`src/hw/rtl/ssm_pkg.sv`:
```
`timescale 1ns / 1ps
`default_nettype none
// ----------------------------------------------------------------------------
// Servo sweep metronome package
// Register indexes, reset values and fixed widths shared by the metronome RTL.
// ----------------------------------------------------------------------------
package ssm_pkg;

  localparam int CFG_IDX_W  = 3;
  localparam int CFG_DATA_W = 16;
  localparam int TICK_W     = 16;
  localparam int ANGLE_W    = 8;
  localparam int TOL_W      = 7;
  localparam int PULSE_W    = 11;

  // Dividend width of the sweep progress division: ticks (16) times distance (8)
  localparam int DIV_W      = TICK_W + ANGLE_W;
  localparam int DIV_CNT_W  = $clog2(DIV_W);

  localparam logic [ANGLE_W-1:0] ANGLE_MAX = 8'd180;
  localparam logic [ANGLE_W-1:0] ANGLE_MID = 8'd90;
  localparam logic [TICK_W-1:0]  TICK_SAT  = 16'hFFFF;

  localparam logic [PULSE_W-1:0] PULSE_BASE = 11'd1000;
  // ceil(2^16 / 9): x / 9 == (x * RECIP9) >> 16 for x up to 9000
  localparam logic [12:0]        RECIP9     = 13'd7282;

  localparam logic [TICK_W-1:0] BEAT_RST     = 16'd1500;
  localparam logic [TICK_W-1:0] BEEP_RST     = 16'd100;
  localparam logic [TICK_W-1:0] DEBOUNCE_RST = 16'd200;
  localparam logic [TICK_W-1:0] SETTLE_RST   = 16'd100;
  localparam logic [TOL_W-1:0]  TOL_RST      = 7'd2;

  typedef enum logic [CFG_IDX_W-1:0] {
    CFG_BEAT_MS     = 3'd0,
    CFG_BEEP_MS     = 3'd1,
    CFG_PRESS_GAP   = 3'd2,
    CFG_SETTLE_MS   = 3'd3,
    CFG_NEAR_TOL    = 3'd4
  } cfg_idx_t;

  // Distance in degrees from the midpoint
  function automatic logic [ANGLE_W-1:0] dist90(input logic [ANGLE_W-1:0] a);
    logic [ANGLE_W-1:0] d;
    if (a >= ANGLE_MID) d = a - ANGLE_MID;
    else                d = ANGLE_MID - a;
    return d;
  endfunction

endpackage
`default_nettype wire

```
`src/hw/rtl/servo_sweep_metronome_unit.sv`:
```
`timescale 1ns / 1ps
`default_nettype none
// A tick that does not move the servo goes straight to the output load; a sweeping tick
// passes through the multiply, 24 divider steps, the angle update and the output load.
// Only one tick is handled at a time: no new tick is taken until the last result is loaded.
// The output register frees the input side as soon as a result is loaded.
// Reset (rst, synchronous): stopped, angle 0, no beep, registers at their defaults.
// ----------------------------------------------------------------------------
// Servo sweep metronome
// Per millisecond tick: debounced start/stop button, alternating servo sweeps
// with settles, midpoint beep, and servo pulse width output.
// ----------------------------------------------------------------------------
module servo_sweep_metronome_unit (
  input  wire logic                           clk,
  input  wire logic                           rst,
  // configuration
  input  wire logic                           cfg_we,
  input  wire logic [ssm_pkg::CFG_IDX_W-1:0]  cfg_index,
  input  wire logic [ssm_pkg::CFG_DATA_W-1:0] cfg_data,
  // tick input
  input  wire logic                           in_valid,
  output logic                                in_ready,
  input  wire logic                           button_level,
  // result output
  output logic                                out_valid,
  input  wire logic                           out_ready,
  output logic [ssm_pkg::PULSE_W-1:0]         pulse_us,
  output logic [ssm_pkg::ANGLE_W-1:0]         angle_deg,
  output logic                                beep_on,
  output logic                                running
);
  import ssm_pkg::*;

  typedef enum logic [2:0] {
    ST_IDLE,
    ST_MUL,
    ST_DIV,
    ST_SWEEP,
    ST_EMIT
  } state_t;

  state_t state;

  // configuration registers
  logic [TICK_W-1:0] beat_ms, beep_ms, press_gap, settle_ms;
  logic [TOL_W-1:0]  near_tolerance;

  // metronome state
  logic               run_flag, phase, beat_index, beep_flag, button_prev;
  logic [ANGLE_W-1:0] angle, sweep_origin, prev_angle;
  logic [TICK_W-1:0]  phase_ticks, beep_left, since_press;

  // sweep progress divider
  logic [DIV_W-1:0]     div_num;
  logic [TICK_W-1:0]    div_rem;
  logic [DIV_CNT_W-1:0] div_cnt;

  logic accept;
  assign in_ready = (state == ST_IDLE);
  assign accept   = in_valid && in_ready;

  // Tick control: phase ends, settle count and button handling
  logic               t_run, t_phase, t_bi, t_beep, t_bprev, t_sweep;
  logic               in_settle, do_read, press;
  logic [ANGLE_W-1:0] t_angle, t_start, t_prev;
  logic [TICK_W-1:0]  t_ticks, t_left, t_since;

  always_comb begin
    t_since   = since_press;
    t_run     = run_flag;
    t_phase   = phase;
    t_bi      = beat_index;
    t_angle   = angle;
    t_start   = sweep_origin;
    t_prev    = prev_angle;
    t_ticks   = phase_ticks;
    t_beep    = beep_flag;
    t_left    = beep_left;
    t_bprev   = button_prev;
    in_settle = 1'b0;
    if (since_press != TICK_SAT) t_since = since_press + 16'd1;
    if (run_flag) begin
      // finish a sweep: jump to target, turn round, settle
      if (phase && (phase_ticks >= beat_ms)) begin
        t_angle = beat_index ? '0 : ANGLE_MAX;
        t_bi    = ~beat_index;
        t_phase = 1'b0;
        t_ticks = '0;
      end
      if (!t_phase) begin
        if (t_ticks >= settle_ms) begin
          t_beep  = 1'b0;
          t_left  = '0;
          t_phase = 1'b1;
          t_ticks = '0;
          t_start = t_angle;
          t_prev  = t_angle;
        end else begin
          t_ticks   = t_ticks + 16'd1;
          in_settle = 1'b1;
        end
      end
    end
    do_read = !in_settle;
    press   = do_read && !button_level && button_prev && (t_since > press_gap);
    if (do_read) t_bprev = button_level;
    if (press) begin
      t_since = '0;
      t_angle = '0;
      t_beep  = 1'b0;
      t_left  = '0;
      t_run   = ~run_flag;
      if (!run_flag) begin
        t_phase = 1'b0;
        t_ticks = '0;
        t_bi    = 1'b0;
      end
    end
    t_sweep = run_flag && do_read && !press;
  end

  // Sweep geometry from the registered start angle
  logic               sw_up;
  logic [ANGLE_W-1:0] sw_dist;
  always_comb begin
    if (!beat_index) begin
      sw_up   = (sweep_origin < ANGLE_MAX);
      sw_dist = sw_up ? ANGLE_MAX - sweep_origin : sweep_origin - ANGLE_MAX;
    end else begin
      sw_up   = 1'b0;
      sw_dist = sweep_origin;
    end
  end

  // One restoring divider step
  logic [TICK_W:0]   rem_sh, trial;
  logic              q_bit;
  logic [TICK_W-1:0] rem_next;
  always_comb begin
    rem_sh   = {div_rem, div_num[DIV_W-1]};
    trial    = rem_sh - {1'b0, beat_ms};
    q_bit    = !trial[TICK_W];
    rem_next = q_bit ? trial[TICK_W-1:0] : rem_sh[TICK_W-1:0];
  end

  // Sweep update: angle from quotient, beep on approach to the midpoint
  logic [ANGLE_W-1:0] sw_done, sw_angle, pd, cd;
  logic [ANGLE_W:0]   sw_sum;
  logic               sw_beep, sw_fresh;
  logic [TICK_W-1:0]  sw_left;
  always_comb begin
    if (beat_ms == '0)                          sw_done = sw_dist;
    else if (div_num > DIV_W'(sw_dist))         sw_done = sw_dist;
    else                                        sw_done = div_num[ANGLE_W-1:0];
    sw_sum = {1'b0, sweep_origin} + {1'b0, sw_done};
    if (sw_up)                        sw_angle = sw_sum[ANGLE_W-1:0];
    else if (sw_done > sweep_origin)  sw_angle = '0;
    else                              sw_angle = sweep_origin - sw_done;
    if (sw_up && (sw_sum > {1'b0, ANGLE_MAX})) sw_angle = ANGLE_MAX;
    pd       = dist90(prev_angle);
    cd       = dist90(sw_angle);
    sw_beep  = beep_flag;
    sw_left  = beep_left;
    sw_fresh = 1'b0;
    if (!beep_flag && (pd > cd) && (cd <= {1'b0, near_tolerance})) begin
      sw_beep  = 1'b1;
      sw_left  = beep_ms;
      sw_fresh = 1'b1;
    end
    if (sw_beep) begin
      if (!sw_fresh && (sw_left != '0)) sw_left = sw_left - 16'd1;
      if (sw_left == '0) sw_beep = 1'b0;
    end
  end

  // Pulse width: 1000 + angle * 50 / 9
  logic [13:0] ang50;
  logic [26:0] pulse_prod;
  logic [PULSE_W-1:0] pulse_calc;
  always_comb begin
    ang50      = {1'b0, angle, 5'b0} + {2'b0, angle, 4'b0} + {5'b0, angle, 1'b0};
    pulse_prod = 27'(ang50) * 27'(RECIP9);
    pulse_calc = PULSE_BASE + pulse_prod[26:16];
  end

  // Sequencer, state and registered outputs
  always_ff @(posedge clk) begin
    if (rst) begin
      state          <= ST_IDLE;
      beat_ms        <= BEAT_RST;
      beep_ms        <= BEEP_RST;
      press_gap      <= DEBOUNCE_RST;
      settle_ms      <= SETTLE_RST;
      near_tolerance <= TOL_RST;
      run_flag       <= 1'b0;
      phase          <= 1'b0;
      beat_index     <= 1'b0;
      angle          <= '0;
      sweep_origin   <= '0;
      prev_angle     <= '0;
      phase_ticks    <= '0;
      beep_flag      <= 1'b0;
      beep_left      <= '0;
      button_prev    <= 1'b1;
      since_press    <= TICK_SAT;
      div_cnt        <= '0;
      out_valid      <= 1'b0;
    end else begin
      // write configuration
      if (cfg_we) begin
        case (cfg_idx_t'(cfg_index))
          CFG_BEAT_MS:     beat_ms        <= cfg_data;
          CFG_BEEP_MS:     beep_ms        <= cfg_data;
          CFG_PRESS_GAP:   press_gap      <= cfg_data;
          CFG_SETTLE_MS:   settle_ms      <= cfg_data;
          CFG_NEAR_TOL:    near_tolerance <= cfg_data[TOL_W-1:0];
          default: ;
        endcase
      end
      // drop the result once transferred, unless a new one is loaded below
      if (out_ready && (state != ST_EMIT)) out_valid <= 1'b0;
      case (state)
        ST_IDLE: begin
          if (accept) begin
            run_flag     <= t_run;
            phase        <= t_phase;
            beat_index   <= t_bi;
            angle        <= t_angle;
            sweep_origin <= t_start;
            prev_angle   <= t_prev;
            phase_ticks  <= t_ticks;
            beep_flag    <= t_beep;
            beep_left    <= t_left;
            button_prev  <= t_bprev;
            since_press  <= t_since;
            state        <= t_sweep ? ST_MUL : ST_EMIT;
          end
        end
        ST_MUL: begin
          div_num <= DIV_W'(phase_ticks) * DIV_W'(sw_dist);
          div_rem <= '0;
          div_cnt <= '0;
          state   <= ST_DIV;
        end
        ST_DIV: begin
          div_num <= {div_num[DIV_W-2:0], q_bit};
          div_rem <= rem_next;
          div_cnt <= div_cnt + DIV_CNT_W'(1);
          if (div_cnt == DIV_CNT_W'(DIV_W - 1)) state <= ST_SWEEP;
        end
        ST_SWEEP: begin
          angle      <= sw_angle;
          prev_angle <= sw_angle;
          beep_flag  <= sw_beep;
          beep_left  <= sw_left;
          if (phase_ticks != TICK_SAT) phase_ticks <= phase_ticks + 16'd1;
          state      <= ST_EMIT;
        end
        ST_EMIT: begin
          // hold until the output register is free
          if (!out_valid || out_ready) begin
            out_valid   <= 1'b1;
            pulse_us    <= pulse_calc;
            angle_deg   <= angle;
            beep_on     <= beep_flag;
            running     <= run_flag;
            state       <= ST_IDLE;
          end
        end
        default: state <= ST_IDLE;
      endcase
    end
  end

  // Checks
  a_angle_range: assert property (@(posedge clk) disable iff (rst)
    out_valid |-> (angle_deg <= ANGLE_MAX))
    else $error("servo angle beyond full travel");

  a_pulse_range: assert property (@(posedge clk) disable iff (rst)
    out_valid |-> (pulse_us >= PULSE_BASE) && (pulse_us <= 11'd2000))
    else $error("pulse width out of range");

  a_stop_quiet: assert property (@(posedge clk) disable iff (rst)
    !run_flag |-> !beep_flag && (angle == '0))
    else $error("beep or angle left over while stopped");

  a_div_count: assert property (@(posedge clk) disable iff (rst)
    (state == ST_DIV) |-> (div_cnt <= DIV_CNT_W'(DIV_W - 1)))
    else $error("divider step count overran");

  a_one_tick: assert property (@(posedge clk) disable iff (rst)
    accept |=> !in_ready)
    else $error("new tick taken before the last one finished");

endmodule
`default_nettype wire
```
`config.mk`:
```
export PLATFORM = sky130hd
export DESIGN_NAME = servo_sweep_metronome_unit
export DESIGN_NICKNAME = d
export VERILOG_FILES = /design/src/hw/rtl/ssm_pkg.sv /design/src/hw/rtl/servo_sweep_metronome_unit.sv
export SDC_FILE = /design/constraint.sdc
export NUM_CORES = 1
export LEC_CHECK = 0
export BUFFER_PORTS_ARGS = -buffer_cell sky130_fd_sc_hd__buf_2
export CORE_AREA = 2 2 211 213
export CTS_CLUSTER_DIAMETER = 200
export CTS_CLUSTER_SIZE = 30
export DETAILED_ROUTE_END_ITERATION = 10
export DIE_AREA = 0 0 213 215
export PLACE_DENSITY = 0.68
export SYNTH_ARGS = -nofsm -noshare
export SYNTH_HDL_FRONTEND = slang
export SYNTH_SLANG_ARGS = --single-unit
```
`constraint.sdc`:
```
create_clock -name clk -period 14.6 [get_ports clk]
set_clock_uncertainty 0.2 [all_clocks]
set_input_delay 0 -clock clk [delete_from_list [all_inputs] [get_ports clk]]
set_output_delay 0 -clock clk [all_outputs]
set_load 0.05 [all_outputs]
```
==> metrics.md, run 1 <==
| Metric | Value |
|---|---|
| Startpoint types | `flop` |
| GRT Residual Overflow | `0` |
| CP max stage delay | `0.93 ns` |
| Syn Std Cell Area | `21470 µm²` |
| Critical-path top delay cell | `o21ai_1` |
| # nets final | `around 3000` |
| Crit path time final | `13.24 ns` |
| Placed cell count | `3125` |
| Pwr Density | `58.09 nW/µm²` |
| CP Data Required Time | `14.77 ns` |
| First-pass iteration count of the detailed router | `5` |
| Unrepaired setup endpoints after global routing | `no` |
| Yosys cell types | `97` |
| Clock Latency Late Sink | `0.50 ns` |
| Post-synthesis area per instance | `8.308 µm²` |
| Final wirelength | `53.82 mm` |
| CTS Buf Count | `11` |
| Fmax | `about 76 MHz` |
| Initial antenna violation count | `1` |
| First-pass GRT wire length | `89.51 mm` |
| H-tree levels | `1` |
| Post-CTS Setup Repair Bufs | `0` |
| Number of enable flip-flop cells after synthesis | `61` |
| Detailed Place HPWL | `40.78 mm` |
| Root Buffer | `clkbuf_16` |
| Clock sink total | `218` |
| Vias in the first global route | `18016` |
| IO Pins | `48` |
| Initial DRC Count | `between 1000 and 1500` |
| Actual slew at the worst max-slew pin | `1.192 ns` |
| Largest net degree at the start of global routing | `63` |
| Async set-reset flop share out of synthesis | `0%` |
| WS Path Type | `reg2reg` |
| Via count | `18139` |
| Area after DPL | `22130 µm²` |
| Share of cells above drive strength 1 | `5.310%` |
| Yosys top cell area share | `14.86%` |
| Count leader, synth | `nand2_1` |
| PortBufs | `47` |
| Largest fanout on the critical path | `39` |
| Core area | `43640 µm²` |
| Failing checks | `hold timing` |
| Syn Inst Count | `2584` |
| Slew Viols, Final | `0` |
| Net Count, Synth | `roughly 3000` |
| Max cap viols | `0` |
| Cell taking the most area after synthesis | `ha_1` |
| Crit end category | `flop` |
| Cell Count, Final, Fillers Out | `3172` |
| Residual DRC | `0` |
| Routability congestion estimate | `0.8891` |
| Clock Tree Buf Depth | `3` |
| Outcome | `complete, but fails checks` |
| Die span in y | `215 µm` |
| Post-route cell area | `about 23000 µm²` |
| Worst Hold Slack | `-0.002082 ns` |
| TritonCTS clock tree | `done` |
| Largest cells by area after synthesis | `ha_1, dfxtp_1, fa_1` |
| Slew margin rel. | `around a fifth` |
| Pleak | `~10 nW` |
| Clock transition at path regs | `between 0.1 and 0.15 ns` |
| Synthesis Warnings | `0` |
| Final period utilization | `90.66%` |
| Hold crit path type | `in2reg` |
| Post-route ant nets | `0` |
| ANT cells | `0` |
| Post-synthesis sequential area ratio | `a little under a quarter` |
| Routed vias/inst | `5.718` |
| FF+latch count, synth | `between 200 and 250` |
| Die ar. | `45800 µm²` |
| Top_reg_cell synth | `dfxtp_1` |
| Die W | `213 µm` |
| Area delta synth->final | `5.945%` |
| Final Setup Violations | `0` |
| CP most frequent cell | `ha_1` |
| Peak supply drop | `between 0.06 and 0.07 mV` |
| Crit path DAT | `~13 ns` |
| Final Hold Fails | `1` |
| Setup TNS Final | `0 ns` |
| Routed length per instance | `around 17 µm` |
| Tot Pwr | `0.001321 W` |
| Total GRT Usage | `a little under a quarter` |
| Initial core utilization | `49.19%` |
| FP Rows | `77` |
| Commonest cells in the synthesized netlist | `nand2_1, inv_1, ha_1` |
## metrics by stage
| step | hold slack (ns) | utilization, % | worst slack, ns |
|---|---|---|---|
| 2_1_floorplan | -0.08216 | - | 3.421 |
| 3_3_place_gp | 0.05490 | 50.70 | 1.990 |
| 3_5_place_dp | 0.05413 | 50.70 | 1.565 |
| 4_1_cts | 0.001369 | 52.11 | 1.484 |
| 5_1_grt | 0.03884 | 52.11 | 0.4127 |
| 6_report | -0.002082 | 52.11 | 1.364 |
## flip-flops by register name, indices dropped and copies added (netlist names), 3 cells and up
register / flops
div_num: 24
beat_ms: 16
beep_left: 16
beep_ms: 16
div_rem: 16
phase_ticks: 16
press_gap: 16
settle_ms: 16
since_press: 16
pulse_us: 11
angle: 8
angle_deg: 8
prev_angle: 8
sweep_origin: 8
near_tolerance: 7
div_cnt: 5
state: 3
## what timing repair did
action | in CTS | in global routing
endpoints found under the hold margin | 115 | 0
gates resized for setup | 0 | 0
setup endpoints to repair | 0 | 0
hold buffers | 30 | 0
## layout make-up
class	count	area, µm²
clock buffer	15	290.3
multi-input combinational	1962	14960
timing repair buffer	94	665.6
fill	4087	20900
clock inverter	2	25.02
inverter	289	1085
tap	592	740.7
sequential	218	4975
## power breakdown
part | switching [W] | internal (W) | total [W]
Sequential | 0.0000242 | 0.000639 | 0.000664
Combinational | 0.000177 | 0.000114 | 0.000291
Clock | 0.000220 | 0.000146 | 0.000366
## routing by layer
metal	up-vias	track usage [%]	share of wire, %
met5	-	0	0.024
li1	8801	-	-
met4	2	7.156	2.6
met2	463	40.53	48
met3	106	2.528	4.9
met1	8767	31.82	45
## layout by cell type, fill, tap and decap left out, types with 20 or more instances in the layout
| cell type | synthesis | final |
|---|---|---|
| a211o_1 | 20 | 20 |
| a211oi_1 | 21 | 21 |
| a21o_1 | 38 | 38 |
| a21oi_1 | 203 | 203 |
| and2_1 | 73 | 73 |
| buf_2 | 8 | 46 |
| dfxtp_1 | 157 | 157 |
| dlygate4sd3_1 | 0 | 30 |
| edfxtp_1 | 61 | 61 |
| fa_1 | 126 | 126 |
| ha_1 | 255 | 255 |
| inv_1 | 288 | 288 |
| mux2i_1 | 40 | 40 |
| nand2_1 | 322 | 321 |
| nand2b_1 | 26 | 26 |
| nand3_1 | 44 | 44 |
| nand4_1 | 23 | 23 |
| nor2_1 | 200 | 199 |
| nor3_1 | 59 | 57 |
| o21ai_0 | 112 | 111 |
| xnor2_1 | 66 | 66 |
| xor2_1 | 36 | 36 |
## kinds of logic (layout without fill, tap and decap cells)
group / after synthesis / count (layout) / share of synthesized area [%]
and+or+nand+nor: 861 / 861 / 18.87
xor gates and xnor gates: 102 / 102 / 4.161
muxes: 54 / 54 / 2.652
DFF: 218 / 218 / 23.17
buffers and inverters: 404 / 400 / 7.285
AOI/OAI and AO/OA: 564 / 564 / 17.25
adders and majority gates: 381 / 381 / 26.61
## final timing paths
kind / startpoint / to / slack (ns) / depth (start not counted)
max reg2reg: sweep_origin[0]$_SDFFE_PP0P_ / beep_flag$_SDFFE_PP0P_ / 1.36 / 53
min: cfg_we / near_tolerance[1]$_SDFFE_PP1P_ / -0.002 / 4
min reg2reg: settle_ms[15]$_SDFFE_PP0P_ / settle_ms[15]$_SDFFE_PP0P_ / 0.27 / 2
max: sweep_origin[0]$_SDFFE_PP0P_ / beep_flag$_SDFFE_PP0P_ / 1.36 / 53
## worst max-delay path, delay by kind of cell (launching register included)
kind	cells	cell delay [ns]
AO/OA/AOI/OAI	25	5.38
flip-flops	1	0.80
AND/OR/NAND/NOR	14	3.44
XOR/XNOR	1	0.09
buffers and inverters	5	0.98
adder cells (fa/ha/maj)	7	2.05
multiplexers	1	0.14
(Power assumes the default switching activity.)
==> inputs of run 2 (changes only) <==
--- a/config.mk
+++ b/config.mk
@@ -5,7 +5,7 @@
 export SDC_FILE = /design/constraint.sdc
 export NUM_CORES = 1
 export LEC_CHECK = 0
-export BUFFER_PORTS_ARGS = -buffer_cell sky130_fd_sc_hd__buf_2
+export BUFFER_PORTS_ARGS = -buffer_cell sky130_fd_sc_hd__buf_4
 export CORE_AREA = 2 2 211 213
 export CTS_CLUSTER_DIAMETER = 200
 export CTS_CLUSTER_SIZE = 30
==> run 2 against run 1 <==
The flow now finishes without violations. Clock-buffer cell count is the same. Worst setup slack lost 0.074 ns. Hold slack gained 0.041 ns. Critical endpoint unchanged. Largest cell class unchanged. Largest power group unchanged. Highest routed layer unchanged.
==> metrics.md, run 2 (synthesis gave the netlist of run 1 again) <==
| Metric | Value |
|---|---|
| Final Util | `52.38% (+0.26 points)` |
| Final Hold Fails | `0 (-1)` |
| GRT Residual Overflow | `0 (unchanged)` |
| Peak supply drop | `0.05864 mV (-12%)` |
| Post-CTS Setup Repair Bufs | `0 (unchanged)` |
| Post-cts hold buffer count | `30 (unchanged)` |
| Share of cells above drive strength 1 | `5.310% (unchanged)` |
| R2r endpoint | `beep_flag$_SDFFE_PP0P_` |
| Die W | `213 µm (unchanged)` |
| Root Buffer | `clkbuf_16` |
| Hold crit path type | `in2reg` |
| Post-route ant nets | `0 (unchanged)` |
| Crit path time final | `13.31 ns (+0.07352 ns)` |
| Clock sink total | `218 (unchanged)` |
| Routed length per instance | `16.99 µm (+0.13%)` |
| Die ar. | `45800 µm² (unchanged)` |
| Multi-input combinational cell area | `14960 µm² (unchanged)` |
| Actual slew at the worst max-slew pin | `1.253 ns (+0.06047 ns)` |
| Core area | `43640 µm² (unchanged)` |
| Initial core utilization | `49.19% (unchanged)` |
| Final period utilization | `91.16% (+0.50 points)` |
| Routed vias/inst | `5.704 (-0.25%)` |
| Detailed Place HPWL | `40.54 mm (-0.60%)` |
| Crit end category | `flop` |
| Filler cells | `4068 (-0.46%)` |
| Initial antenna violation count | `1 (unchanged)` |
| Pwr Density | `57.92 nW/µm² (-0.30%)` |
| Initial DRC Count | `1361 (+4.8%)` |
| CTS Buf Count | `11 (unchanged)` |
| Largest fanout on the critical path | `39 (unchanged)` |
| FP Rows | `77 (unchanged)` |
| Worst Setup EP | `beep_flag$_SDFFE_PP0P_` |
| Max cap viols | `0 (unchanged)` |
| Clock transition at path regs | `0.12 ns (about the same)` |
| First-pass iteration count of the detailed router | `5 (unchanged)` |
| First-pass GRT wire length | `89.62 mm (+0.12%)` |
| Final wirelength | `53.89 mm (+0.13%)` |
| Most frequent cells in the layout | `nand2_1, inv_1, ha_1` |
| Clock Latency Late Sink | `0.51 ns (about the same)` |
| PortBufs | `47 (unchanged)` |
| R2r setup slk | `1.29 ns (-0.07 ns)` |
| Outcome | `completed` |
| ANT cells | `0 (unchanged)` |
| Setup TNS Final | `0 ns (unchanged)` |
| Fmax | `75.13 MHz (-0.55%)` |
| Top reg by flops | `div_num` |
| Slew Viols, Final | `0 (unchanged)` |
| Die span in y | `215 µm (unchanged)` |
| # nets final | `2982 (unchanged)` |
| Crit path DAT | `13.47 ns (+0.06 ns)` |
| Register area | `4975 µm² (unchanged)` |
| Most common cell after layout, fill and taps aside | `nand2_1` |
| CP Data Required Time | `14.76 ns (about the same)` |
| Clock Tree Buf Depth | `3 (unchanged)` |
| CP max stage delay | `0.97 ns (+0.04 ns)` |
| Residual DRC | `0 (unchanged)` |
| Unrepaired setup endpoints after global routing | `no` |
| Max FFs per register | `24 (unchanged)` |
| Area delta synth->final | `6.481%` |
| Critical-path top delay cell | `xor2_1` |
| Pleak | `10.44 nW (+0.44%)` |
| IO Pins | `48 (unchanged)` |
| Worst setup path startpoint | `sweep_origin[2]$_SDFFE_PP0P_` |
| Largest net degree at the start of global routing | `73 (+16%)` |
| Startpoint types | `flop` |
| Via count | `18094 (-0.25%)` |
| Resize count post-CTS | `0 (unchanged)` |
| TritonCTS clock tree | `done` |
| Slew margin rel. | `15.92% (-4.1 points)` |
| Final Setup Violations | `0 (unchanged)` |
| WS Path Type | `reg2reg` |
| Vias in the first global route | `17676 (-1.9%)` |
| H-tree levels | `1 (unchanged)` |
| FF-to-FF Start | `sweep_origin[2]$_SDFFE_PP0P_` |
| Routability congestion estimate | `0.8851 (-0.45%)` |
| Reg2Reg Depth | `55 (+3.8%)` |
| Total GRT Usage | `23.80% (-0.042 points)` |
-- run 2: power breakdown --
group | total (W) | internal (W) | leakage (nW) | switching (W)
Sequential | 0.000664 | 0.000639 | 1.82 | 0.0000245
Clock | 0.000366 | 0.000146 | 0.152 | 0.000220
Combinational | 0.000294 | 0.000117 | 8.47 | 0.000177
Total | 0.00132 | 0.000903 | 10.4 | 0.000421
-- run 2: layout make-up --
type / count / area share (%)
multi-input cells: 1962 / 65.46
inverters: 289 / 4.745
flip-flops and latches: 218 / 21.76
clock inverters: 2 / 0.1095
well taps: 592 / 3.240
repair buffers: 94 / 3.415
clock buffers: 15 / 1.270
-- run 2: critical path, delay by kind of cell, from the launching register on --
| kind | cells | cell delay [ns] |
|---|---|---|
| mux | 1 | 0.14 |
| buf+inv | 5 | 1.00 |
| fa+ha+maj | 7 | 1.97 |
| compound gates | 25 | 4.93 |
| xor+xnor | 2 | 1.06 |
| flops | 1 | 0.53 |
| simple gates | 15 | 3.31 |
-- run 2: worst min path at each step --
| stage | start | to | slack [ns] | depth (start not counted) |
|---|---|---|---|---|
| 2_1_floorplan | cfg_data[10] | beat_ms[10]$_SDFFE_PP1P_ | -0.08 | 1 |
| 3_3_place_gp | button_level | button_prev$_SDFFE_PP1P_ | 0.04 | 3 |
| 3_5_place_dp | button_level | button_prev$_SDFFE_PP1P_ | 0.05 | 3 |
| 4_1_cts | cfg_we | near_tolerance[1]$_SDFFE_PP1P_ | 0.01 | 4 |
| 5_1_grt | cfg_we | near_tolerance[1]$_SDFFE_PP1P_ | 0.06 | 4 |
| 6_report | cfg_we | near_tolerance[1]$_SDFFE_PP1P_ | 0.04 | 4 |
-- run 2: metal layers --
metal  up-vias  track usage (%)  share of wire [%]
met5         -                0              0.032
met1      8768            32.71                 45
met2       428            40.64                 48
li1       8809                -                  -
met4         2            5.828                2.3
met3        87            1.578                4.3
-- run 2: per-stage QoR --
stage          instance area [µm²]  total power, W  instances  setup WS, ns  hold WS (ns)
6_report                     22860        0.001324       3172         1.290       0.03861
5_1_grt                      22860        0.001391       3172        0.2495       0.05952
4_1_cts                      22860        0.001334       3172         1.450       0.01009
3_5_place_dp                 22240       0.0009642       3125         1.507       0.04594
3_3_place_gp                 22240       0.0009548       3125         1.904       0.04023
2_1_floorplan                21470       0.0008818       2584         3.421      -0.08216
==> inputs of run 3 (changes only) <==
--- a/config.mk
+++ b/config.mk
@@ -5,13 +5,15 @@
 export SDC_FILE = /design/constraint.sdc
 export NUM_CORES = 1
 export LEC_CHECK = 0
+export ABC_AREA = 1
 export BUFFER_PORTS_ARGS = -buffer_cell sky130_fd_sc_hd__buf_4
-export CORE_AREA = 2 2 211 213
+export CORE_AREA = 2 2 210 212
 export CTS_CLUSTER_DIAMETER = 200
 export CTS_CLUSTER_SIZE = 30
 export DETAILED_ROUTE_END_ITERATION = 10
-export DIE_AREA = 0 0 213 215
-export PLACE_DENSITY = 0.68
+export DIE_AREA = 0 0 212 214
+export PLACE_DENSITY = 0.69
+export RECOVER_POWER = 50
 export SYNTH_ARGS = -nofsm -noshare
 export SYNTH_HDL_FRONTEND = slang
 export SYNTH_SLANG_ARGS = --single-unit
==> run 3 against run 2 <==
Synthesized area shrank 0.31%. First-iteration DRC count increased by 21%. Global-route usage grew 1.1 points. Routed wire length rose by 4.6%. Hold slack improved by 0.059 ns. Sequential share of layout area rose by 0.11 points. Die area decreased by 0.93%. Non-clock buffer count increased by 6. Synthesized cell count is 10% higher. The flow now finishes with violations (capacitance limit, slew limit). Cell area decreased by 0.50%. Flip-flop and latch count is the same. Sequential power is 20% higher.
==> metrics.md, run 3 <==
| Metric | Value |
|---|---|
| Most common cell after layout, fill and taps aside | `nand2_1` |
| Post-synthesis mux area share | `0.04677% (-2.6 points)` |
| Actual slew at the worst max-slew pin | `3.356 ns (+2.104 ns)` |
| Root Buffer | `clkbuf_16` |
| H-tree levels | `1 (unchanged)` |
| Cell taking the most area after synthesis | `ha_1` |
| Final Setup Violations | `0 (unchanged)` |
| Crit path time final | `10.56 ns (-2.745 ns)` |
| Max FFs per register | `24 (unchanged)` |
| Initial core utilization | `49.90% (+0.71 points)` |
| Slew margin rel. | `-123.8% (-140 points)` |
| First-pass GRT wire length | `92.27 mm (+2.9%)` |
| Hold path cells | `4 (unchanged)` |
| Residual DRC | `0 (unchanged)` |
| GRT Residual Overflow | `0 (unchanged)` |
| Hold crit path type | `in2reg` |
| Crit end category | `flop` |
| TritonCTS clock tree | `done` |
| Yosys cell types | `62 (-36%)` |
| Post-CTS Setup Repair Bufs | `0 (unchanged)` |
| Top_reg_cell synth | `dfxtp_1` |
| Synthesis Warnings | `0 (unchanged)` |
| Initial antenna violation count | `0 (-1)` |
| Top reg by flops | `div_num` |
| Post-Synth XOR/XNOR Area | `3.438% (-0.72 points)` |
| Fmax | `94.65 MHz (+26%)` |
| Synth Area in Simple Gates | `19.90% (+1.0 points)` |
| ANT cells | `0 (unchanged)` |
| Worst Hold Slack | `0.09794 ns (+0.05932 ns)` |
| Post-synthesis area per instance | `7.509 µm² (-9.6%)` |
| Die span in y | `214 µm (-0.47%)` |
| Resize count post-CTS | `0 (unchanged)` |
| Die ar. | `45370 µm² (-0.93%)` |
| Final Hold Fails | `0 (unchanged)` |
| Yosys top cell area share | `14.91% (+0.046 points)` |
| Pleak | `11.03 nW (+5.6%)` |
| CP most frequent cell | `nand2_1` |
| Most frequent cells in the layout | `nand2_1, inv_1, ha_1` |
| Syn Inst Count | `2850 (+10%)` |
| Setup TNS Final | `0 ns (unchanged)` |
| Post-synthesis compound-gate area fraction | `15.89% (-1.4 points)` |
| Outcome | `complete, but fails checks` |
| Initial DRC Count | `1643 (+21%)` |
| Core area | `42890 µm² (-1.7%)` |
| Via count | `18759 (+3.7%)` |
| Critical-path top delay cell | `xor2_1` |
| Adder-cell share of the synthesized area | `26.69% (+0.082 points)` |
| Clock Latency Late Sink | `0.51 ns (about the same)` |
| Number of enable flip-flop cells after synthesis | `61 (unchanged)` |
| CTS Buf Count | `11 (unchanged)` |
| Clock transition at path regs | `0.14 ns (+0.02 ns)` |
| Post-cts hold buffer count | `42 (+40%)` |
| Share of cells above drive strength 1 | `4.220% (-1.1 points)` |
| Cell Count, Final, Fillers Out | `3452 (+8.8%)` |
| Kind of cell adding the most delay to the critical path | `simple AND/OR/NAND/NOR gates` |
| Startpoint types | `flop` |
| Routed vias/inst | `5.434 (-4.7%)` |
| Total GRT Usage | `24.94% (+1.1 points)` |
| Pwr Density | `169.2 nW/µm² (+190%)` |
| Routed length per instance | `16.33 µm (-3.9%)` |
| Vias in the first global route | `18181 (+2.9%)` |
| Max cap viols | `4 (+4)` |
| Die W | `212 µm (-0.47%)` |
| CP max stage delay | `0.94 ns (-0.03 ns)` |
| Routability congestion estimate | `0.9329 (+5.4%)` |
| IO Pins | `48 (unchanged)` |
| Net Count, Synth | `3256 (+8.9%)` |
| First-pass iteration count of the detailed router | `6 (+1)` |
| Largest net degree at the start of global routing | `84 (+15%)` |
| FF+latch count, synth | `218 (unchanged)` |
| Commonest cells in the synthesized netlist | `nand2_1, inv_1, ha_1` |
| Post-route ant nets | `0 (unchanged)` |
| Peak supply drop | `0.1772 mV (+200%)` |
| PortBufs | `47 (unchanged)` |
| Detailed Place HPWL | `42.87 mm (+5.7%)` |
| Post-synthesis sequential area ratio | `23.24% (+0.072 points)` |
| Largest family of logic cells by synthesized area | `adder cells` |
| Levels on crit path | `57 (+3.6%)` |
| Reg2Reg Depth | `57 (+3.6%)` |
| Largest cells by area after synthesis | `ha_1, dfxtp_1, fa_1` |
| # nets final | `3269 (+9.6%)` |
| Async set-reset flop share out of synthesis | `0% (unchanged)` |
| CP Data Required Time | `14.66 ns (-0.10 ns)` |
| Final wirelength | `56.38 mm (+4.6%)` |
| Area delta synth->final | `6.273%` |
| WS Path Type | `reg2reg` |
| Final period utilization | `72.36% (-19 points)` |
| WP buf/inv | `9 (+4)` |
| Unrepaired setup endpoints after global routing | `no` |
| Placed cell count | `3393 (+8.6%)` |
| Clock sink total | `218 (unchanged)` |
| FP Rows | `76 (-1.3%)` |
| Slew Viols, Final | `235 (+235)` |
| Syn Std Cell Area | `21400 µm² (-0.31%)` |
| Crit path DAT | `10.62 ns (-2.85 ns)` |
| Clock Tree Buf Depth | `3 (unchanged)` |
| Failing checks | `capacitance limit, slew limit` |
| Largest fanout on the critical path | `36 (-7.7%)` |
| Count leader, synth | `nand2_1` |
## run 3: kinds of logic (layout without fill, tap and decap cells)
| logic type | Yosys count | count (layout) |
|---|---|---|
| buf+inv | 588 | 605 |
| fa+ha+maj | 381 | 381 |
| flops | 218 | 218 |
| compound gates | 598 | 598 |
| simple gates | 980 | 980 |
| mux | 1 | 1 |
| xor+xnor | 84 | 84 |
## run 3: path summary, 6_finish.rpt
path / slack [ns] / from / endpoint
worst max-delay path: 4.04 / sweep_origin[0]$_SDFFE_PP0P_ / beep_flag$_SDFFE_PP0P_
worst min-delay path: 0.1 / button_level / button_prev$_SDFFE_PP1P_
worst max register to register: 4.04 / sweep_origin[0]$_SDFFE_PP0P_ / beep_flag$_SDFFE_PP0P_
worst min register to register: 0.27 / near_tolerance[3]$_SDFFE_PP0P_ / near_tolerance[3]$_SDFFE_PP0P_
## run 3: area by class of cell
type,count,area (µm²)
tap,585,732.0
clock inverter,1,30.03
clock buffer,16,294.0
fill,4132,20140
sequential,218,4975
inverter,488,1838
timing repair buffer,100,747.0
multi-input combinational,2044,14130
## run 3: per-layer routing
metal  global-route usage (%)  vias to the layer above  share of wire, %  wire length [µm]
met5                        0                        -                 0                 0
met3                    2.375                       96               5.2              2947
li1                         -                     9333                 -                 -
met4                    7.066                        0               2.8              1577
met2                    41.41                      538                46             26050
met1                    34.47                     8792                46             25800
## run 3: metrics by stage
| stage | total power, W | cell area [µm²] | utilization [%] | setup slack, ns |
|---|---|---|---|---|
| finish | 0.003849 | 22740 | 53.03 | 4.035 |
| global route | 0.004291 | 22740 | 53.03 | 2.870 |
| CTS | 0.003872 | 22860 | 53.31 | 4.202 |
| detailed placement | 0.003456 | 22120 | 51.58 | 4.268 |
| global placement | 0.003404 | 22120 | 51.58 | 4.612 |
| floorplan | 0.002911 | 21400 | - | 5.872 |
## run 3: where the power goes
part           switching, W  internal [W]
sequential        0.0000565      0.000738
clock              0.000222      0.000147
combinational       0.00171      0.000975
## run 3: worst reg2reg max path: cells and delay by family, from the launching register on
family                     cells  cell delay (ns)
xor gates and xnor gates       1             0.94
DFF                            1             0.83
adders and majority gates      6             1.79
buffers and inverters          9             1.10
AOI/OAI and AO/OA             15             2.26
and+or+nand+nor               26             3.23
